===== config.mk =====
export PLATFORM = sky130hd
export DESIGN_NAME = cks_key_unit
export DESIGN_NICKNAME = d
export VERILOG_FILES = /design/src/rtl/cks_pkg.sv /design/src/rtl/cks_key_unit.sv
export SDC_FILE = /design/constraint.sdc
export NUM_CORES = 1
export LEC_CHECK = 0
export ABC_CLOCK_PERIOD_IN_PS = 4200
export BUFFER_PORTS_ARGS = -buffer_cell sky130_fd_sc_hd__buf_2
export CORE_MARGIN = 2
export CORE_UTILIZATION = 53
export CTS_CLUSTER_SIZE = 16
export DETAILED_ROUTE_END_ITERATION = 10
export PLACE_DENSITY = 0.84
export SLEW_MARGIN = 20
export SYNTH_ARGS = -nofsm -noshare
export SYNTH_HDL_FRONTEND = slang
export SYNTH_SLANG_ARGS = --single-unit

===== constraint.sdc =====
create_clock -name clk -period 4.2 [get_ports clk]
set_clock_uncertainty 0.05 [all_clocks]
set_input_delay 0.42 -clock clk [delete_from_list [all_inputs] [get_ports clk]]
set_output_delay 0.42 -clock clk [all_outputs]
set_load 0.1 [all_outputs]

===== src/rtl/cks_pkg.sv =====
// Shared types and constants for the command-keyed XOR scrambler.
// No dependencies; imported by every module of the block.
`timescale 1ns / 1ps
`default_nettype none

package cks_pkg;

	localparam int TEXT_DEPTH = 1024;
	localparam int IDX_W      = $clog2(TEXT_DEPTH);
	localparam int ADDR_W     = 10;
	localparam int BYTE_W     = 8;
	localparam int ACT_W      = 2;

	localparam logic [ACT_W-1:0] ACT_LOAD     = 2'd0;
	localparam logic [ACT_W-1:0] ACT_START    = 2'd1;
	localparam logic [ACT_W-1:0] ACT_SCRAMBLE = 2'd2;

	localparam logic [BYTE_W-1:0] CHAR_DOT     = 8'h2E;
	localparam logic [BYTE_W-1:0] CHAR_PERCENT = 8'h25;
	localparam logic [BYTE_W-1:0] CHAR_MAX     = 8'd127;

	typedef struct packed {
		logic              en;
		logic [IDX_W-1:0]  addr;
		logic [BYTE_W-1:0] data;
	} text_wr_t;

	typedef struct packed {
		logic [BYTE_W-1:0] cur;
		logic [BYTE_W-1:0] first;
	} text_rd_t;

endpackage

`default_nettype wire


===== src/rtl/cks_key_unit.sv =====
// Key, string index and position parity, with the per-byte key step.
// Depends on cks_pkg for action codes, character constants and text_rd_t.
`timescale 1ns / 1ps
`default_nettype none

module cks_key_unit (
	input  wire                        clk,
	input  wire                        arst_n,
	input  wire                        accept,
	input  wire [cks_pkg::ACT_W-1:0]   action,
	input  wire [cks_pkg::BYTE_W-1:0]  byte_value,
	input  wire [cks_pkg::BYTE_W-1:0]  message_seed,
	input  wire                        start_odd,
	input  wire [cks_pkg::BYTE_W-1:0]  challenge,
	input  cks_pkg::text_rd_t          rd,
	output logic [cks_pkg::IDX_W-1:0]  idx_next,
	output logic                       res_valid,
	output logic [cks_pkg::BYTE_W-1:0] res_data
);
	import cks_pkg::*;

	logic [BYTE_W-1:0] key_q;
	logic [IDX_W-1:0]  idx_q;
	logic              odd_q;

	logic [BYTE_W-1:0] key_d;
	logic              odd_d;
	logic [IDX_W-1:0]  idx_use;
	logic [IDX_W-1:0]  idx_inc;
	logic [BYTE_W-1:0] ch;
	logic [BYTE_W-1:0] ch_clean;
	logic [BYTE_W-1:0] ch_shift;
	logic [BYTE_W-1:0] key_step;

	// A zero byte is the terminator: the walk restarts at the head of the string.
	assign idx_use  = (rd.cur == '0) ? '0 : idx_q;
	assign ch       = (rd.cur == '0) ? rd.first : rd.cur;
	assign ch_clean = ((ch > CHAR_MAX) || (ch == CHAR_PERCENT)) ? CHAR_DOT : ch;
	assign ch_shift = odd_q ? {ch_clean[BYTE_W-2:0], 1'b0} : ch_clean;
	assign key_step = key_q ^ ch_shift;
	assign idx_inc  = (idx_use == IDX_W'(TEXT_DEPTH - 1)) ? '0 : idx_use + 1'b1;

	always_comb begin
		key_d     = key_q;
		idx_next  = idx_q;
		odd_d     = odd_q;
		res_valid = 1'b0;
		res_data  = byte_value ^ key_step;
		if (accept) begin
			unique case (action)
				ACT_START: begin
					key_d    = challenge ^ message_seed;
					idx_next = '0;
					odd_d    = start_odd;
				end
				ACT_SCRAMBLE: begin
					key_d     = key_step;
					idx_next  = idx_inc;
					odd_d     = ~odd_q;
					res_valid = 1'b1;
				end
				default: begin
				end
			endcase
		end
	end

	always_ff @(posedge clk or negedge arst_n) begin
		if (!arst_n) begin
			key_q <= '0;
			idx_q <= '0;
			odd_q <= 1'b0;
		end else begin
			key_q <= key_d;
			idx_q <= idx_next;
			odd_q <= odd_d;
		end
	end

endmodule

`default_nettype wire


==> metrics, run 1 <==
status=complete, no violations; nets@finish=just over 300; global-route wire length before repair=6640 um; Final Cycle Share=88.3%; Min-Delay Path Class=in2reg; Clock Tree Root=clkbuf_4; total gr overflow=0; Worst Reg2Reg Path Length in Cells=9; worst skew pair latency=0.31 ns; post-cts resize count=0; DR pass1 iterations=4; Starting Density=55.4%; cell count after synthesis=197; Crit Path Max Fanout=9; Worst setup startpoint=rd[15]; routed via count=about 1.7k; Layout area overhead=28.3%; Synth top area share=between 20 and 30%; drt wl/cell=13.1 um; Worst Hold Depth=3; Worst-Margin Slew=between 0.5 and 0.6 ns; initial antenna violation count=0; Worst Setup Start Kind=primary input; clk buf depth=2; hold_ws=0.315 ns; VDD IR max=approximately 0.0004 V; CP max-delay cell=nor4_4; CTS tree=yes; most frequent cell after synthesis=dfrtp_1; Post-synth EDFFs=0; share of post-route cells with drive strength above 1=about a third; Slew Limit Fails=0; RSZ-0062 raised after global routing=false; Die W=~60 um; Worst EP arrival=about 3.2 ns; TNS Setup=0 ns; clk slew on worst S/H paths=roughly 0.12 ns; final-report hold violation count=0; CTS sink count=19; Cell Rows=20; number of global-route vias before repair=about 1.5k; core box area=slightly above 0.003 mm2; synth warn=0; Pleak=just over 0.9 nW; reg2reg end=idx_q[4]$_DFF_PN0_; Fmax=approximately 270 MHz; sequential share of the synthesized area=between 20% and 30%; Critical Path, Cell by Cell=buf_2 -> nor4_4 -> nand2_1 -> and2_1 -> ha_1 -> nand3_1 -> nor3_1 -> a41oi_2 -> and2_1 -> a41oi_1 -> a31oi_2 -> buf_12; Die ar.=between 0.003 and 0.004 mm2; largest net degree at the start of global routing=23; syn_nets=between 200 and 250; Total Power=around 0.00094 W; ant diodes=0; synth top area cells=dfrtp_1, xnor2_1, xor2_1; kind of critical path=in2out; Final ANT Viol Nets=0; Total Wirelength=about 4000 um; max-cap viol count=0; final setup vio count=0; H-tree levels=1; via/cell ratio=roughly 5.7; Post-Syn Area per Cell=~8.5 um2; fraction of registers with async set or reset after synthesis=between 90% and 100%; Port Buffers=64; Worst Path Required=about 3.7 ns; Placed Cells=a little under 300; total track usage=between 20% and 30%; pwr/cell area=436 mW/mm2; Main synth FF type=dfrtp_1; # hold bufs at CTS=1; HPWL Detailed=between 3000 and 4000 um; Final Critical Period=3.71 ns; flop2flop setup slack=around 1.9 ns; Worst R2R Start=idx_q[0]$_DFF_PN0_; CP endpoint=idx_next[4]; # IOs=65; synthesized flop and latch total=19; Iteration-0 DRC Markers=about 110; Final Non-Filler Cells=about 300; placer's final routability congestion estimate=approximately 0.8; Slew HR=61.5%; total CTS buffers=3; Die Span Y=approximately 60 um; Yosys cell types=between 50 and 60; Post-synth top cells=dfrtp_1, nand2_1, xnor2_1, nor2_1, xor2_1; CP max stage delay=roughly 0.39 ns; Core Util, Final=a little under three quarters; crit path capture type=output pin; biggest area consumer among synthesized cells=dfrtp_1; post-CTS setup buffers=0; Post-Syn Area=0.00168 mm2; Crit path top cell by count=and2_1; remaining routing DRC violations=0
==> registers in the layout, summed over array words and instances (netlist names) <==
register,count
idx_q,10
odd_q,1
key_q,8
==> cell usage in the layout (no fill, tap or decap), types with 2 or more instances in the layout <==
master,n
mux2i_1,5
a31oi_1,5
o21ai_0,6
nor2b_1,2
a22o_1,3
nand3_1,10
nor4_4,2
clkbuf_4,3
nor2_1,13
o22ai_1,5
a41oi_1,2
a21oi_1,10
xnor2_1,14
xor2_1,12
nand2_1,17
ha_1,2
buf_12,4
and2_1,3
and3_1,3
o211ai_1,2
nand2b_1,5
or4b_1,2
nor4_1,3
dfrtp_1,19
inv_1,4
buf_4,2
a31oi_2,4
o21ai_1,2
o32ai_1,2
buf_2,60
a31o_2,2
nor3_1,8
==> worst min-delay path by stage <==
stage,startpoint,end,slack (ns)
finish,start_odd,odd_q$_DFFE_PN0P_,0.31
global route,start_odd,odd_q$_DFFE_PN0P_,0.32
CTS,start_odd,odd_q$_DFFE_PN0P_,0.31
detailed placement,arst_n,key_q[7]$_DFFE_PN0P_,0.34
global placement,arst_n,key_q[7]$_DFFE_PN0P_,0.33
floorplan,arst_n,idx_q[0]$_DFF_PN0_,0.07
==> routing by layer <==
metal / vias up / wire, um / GRT usage (%)
met5: - / 0 / 0
met4: 0 / 45 / 9.84
met3: 4 / 247 / 2.60
met2: 67 / 1880 / 37.9
met1: 787 / 1800 / 34.1
li1: 870 / - / -
==> final cells by class <==
type                    instances  area [um2]
clock inverters                 1        5.00
clock buffers                   3        22.5
repair buffers                 67         405
flip-flops and latches         19         475
fillers                       261         877
inverters                       4        15.0
multi-input cells             165        1170
well taps                      44        55.1
==> critical path, delay by kind of cell <==
kind,cells,cell delay [ns]
fa+ha+maj,1,0.23
compound gates,3,0.73
simple gates,6,1.47
buf+inv,2,0.39
==> metrics by stage <==
step	worst slack [ns]	area, um2
global route	0.242	2150
detailed placement	0.508	2110
finish	0.491	2150
global placement	0.580	2110
CTS	0.504	2150
floorplan	0.185	1700
==> logic make-up (layout without fill, tap and decap cells) <==
group           count (synthesis)  count (layout)  synth area share (%)
fa+ha+maj                       2               2                  1.49
simple gates                   76              76                  26.7
flops                          19              19                  28.4
buf+inv                        13              75                  3.21
xor+xnor                       26              26                  13.6
compound gates                 56              56                  23.7
mux                             5               5                  2.99
==> where the power goes <==
group | total [W] | internal (W) | switching, W
logic | 0.000589 | 0.000140 | 0.000449
registers | 0.000253 | 0.000212 | 0.0000408
clock network | 0.0000963 | 0.0000356 | 0.0000607
total | 0.000938 | 0.000388 | 0.000551
No activity file was read; power rests on OpenSTA's default activity.
==> run 2, diff against run 1 <==
- MAX_ROUTING_LAYER: not set -> met4
==> metrics, run 2 (synthesis gave the netlist of run 1 again) <==
status=complete, no violations; RSZ-0062 raised after global routing=false; Slew HR=between 60% and 70%; remaining routing DRC violations=0; ant diodes=0; sequential share of power=between 20% and 30%; worst skew pair latency=around 0.30 ns; CP max stage delay=around 0.42 ns; Core Util, Final=a little under three quarters; Critical Path, Cell by Cell=buf_2 -> nor4_2 -> nand2_1 -> and2_1 -> ha_1 -> nand3_1 -> nor3_1 -> a41oi_2 -> and2_1 -> a41oi_1 -> a31oi_2 -> buf_12; post-cts resize count=0; Worst setup startpoint=rd[10]; Clock Tree Root=clkbuf_4; Worst R2R Start=idx_q[0]$_DFF_PN0_; # IOs=65; total gr overflow=0; flop2flop setup slack=around 1.8 ns; kind of critical path=in2out; total track usage=24.7%; Psw=around 0.00055 W; Crit path top cell by count=and2_1; Worst Path Required=approximately 3.7 ns; Pleak=about 0.93 nW; Placed Cells=just under 300; final-report hold violation count=0; switching share of power=between 50% and 60%; clk buf depth=2; final setup vio count=0; VDD IR max=0.000319 V; placer's final routability congestion estimate=around 0.8; Total Wirelength=between 4000 and 5000 um; Fmax=~260 MHz; routed via count=~1.7k; CP max-delay cell=nor4_2; via/cell ratio=approximately 5.7; share of post-route cells with drive strength above 1=about a third; Internal Power=roughly 0.00039 W; Worst Slack Setup Final=0.382 ns; H-tree levels=1; Final Critical Period=around 3.8 ns; combinational share of power=a little over three fifths; Final Cycle Share=approximately nine tenths; largest net degree at the start of global routing=23; global-route wire length before repair=roughly 6600 um; max reg flops=10; number of global-route vias before repair=~1.6k; Worst-Margin Slew=just over 0.5 ns; Starting Density=55.4%; Crit Path Max Fanout=9; Min-Delay Path Class=in2reg; Final ANT Viol Nets=0; drt wl/cell=between 10 and 15 um; CTS tree=yes; Most flops, register=idx_q; nets@finish=308; Iteration-0 DRC Markers=roughly 80; clk slew on worst S/H paths=about 0.12 ns; Slew Limit Fails=0; Port Buffers=64; FILL cells=roughly 250; Regs by FF count=idx_q: 10 flops, key_q: 8 flops, odd_q: 1 flops; Die W=about 60 um; Die ar.=0.00363 mm2; Clk pwr share=10.3%; Worst Reg2Reg Path Length in Cells=9; most frequent cells in the layout=buf_2, dfrtp_1, nand2_1; crit path capture type=output pin; Worst Hold Depth=3; Worst EP arrival=~3.4 ns; hold endpoint=odd_q$_DFFE_PN0P_; HPWL Detailed=3200 um; core box area=around 0.0030 mm2; Die Span Y=60.2 um; TNS Setup=0 ns; max-cap viol count=0; Layout area overhead=28.3%; DP Worst Slack=around 0.38 ns; Cell Rows=20; reg2reg end=idx_q[4]$_DFF_PN0_; total CTS buffers=3; most common cell after layout, fill and taps aside=buf_2; initial antenna violation count=0; DR pass1 iterations=4; CTS sink count=19; Worst Setup Start Kind=primary input; Final Non-Filler Cells=303; pwr/cell area=436 mW/mm2; Hold Crit Start=start_odd
-- run 2: cell counts in the layout (fill, tap and decap cells not counted) --
Identical to the previous run, type by type.
-- run 2: per-layer routing --
layer | wire [um] | part of all wire [%] | track usage (%)
met1 | 1880 | 46 | 32.9
met2 | 1950 | 48 | 38.2
met3 | 233 | 5.7 | 2.60
met4 | 38 | 0.93 | 10.5
met5 | 0 | 0 | -
-- run 2: critical path, delay by kind of cell --
| family | cells | cell delay (ns) |
|---|---|---|
| and+or+nand+nor | 6 | 1.57 |
| adders and majority gates | 1 | 0.23 |
| AOI/OAI and AO/OA | 3 | 0.76 |
| buffers and inverters | 2 | 0.35 |
-- run 2: through the flow --
stage / hold WS (ns) / instance area, um2 / total power [W]
global placement: 0.333 / 2110 / 0.000838
global route: 0.340 / 2150 / 0.000987
floorplan: 0.0744 / 1700 / 0.000746
detailed placement: 0.341 / 2110 / 0.000845
CTS: 0.312 / 2150 / 0.000944
finish: 0.322 / 2150 / 0.000938
-- run 2: timing repair --
action,4_1_cts,5_1_grt
buffers inserted,0,0
hold buffers,1,0
endpoints found under the hold margin,19,0
-- run 2: area by class of cell --
| type | instances | area, um2 | share of cell area, % |
|---|---|---|---|
| multi-input cells | 165 | 1170 | 54.5 |
| flip-flops and latches | 19 | 475 | 22.1 |
| repair buffers | 67 | 405 | 18.8 |
| well taps | 44 | 55.1 | 2.56 |
| clock buffers | 3 | 22.5 | 1.05 |
| inverters | 4 | 15.0 | 0.698 |
| clock inverters | 1 | 5.00 | 0.233 |
-- run 2: how the worst max path moves through the flow --
stage	to	slack (ns)	cells after the start
finish	idx_next[4]	0.38	12
global route	idx_next[4]	0.16	12
global placement	idx_next[4]	0.58	12
detailed placement	idx_next[4]	0.38	12
floorplan	idx_next[9]	0.18	10
CTS	idx_next[4]	0.38	12
-- run 2: power by group through the flow --
stage / Sequential [W] / Combinational, W / Clock, W
3_5_place_dp: 0.000256 / 0.000590 / 0
5_1_grt: 0.000259 / 0.000619 / 0.000110
2_1_floorplan: 0.000242 / 0.000504 / 0
4_1_cts: 0.000253 / 0.000591 / 0.000101
6_report: 0.000253 / 0.000588 / 0.0000964
3_3_place_gp: 0.000255 / 0.000583 / 0
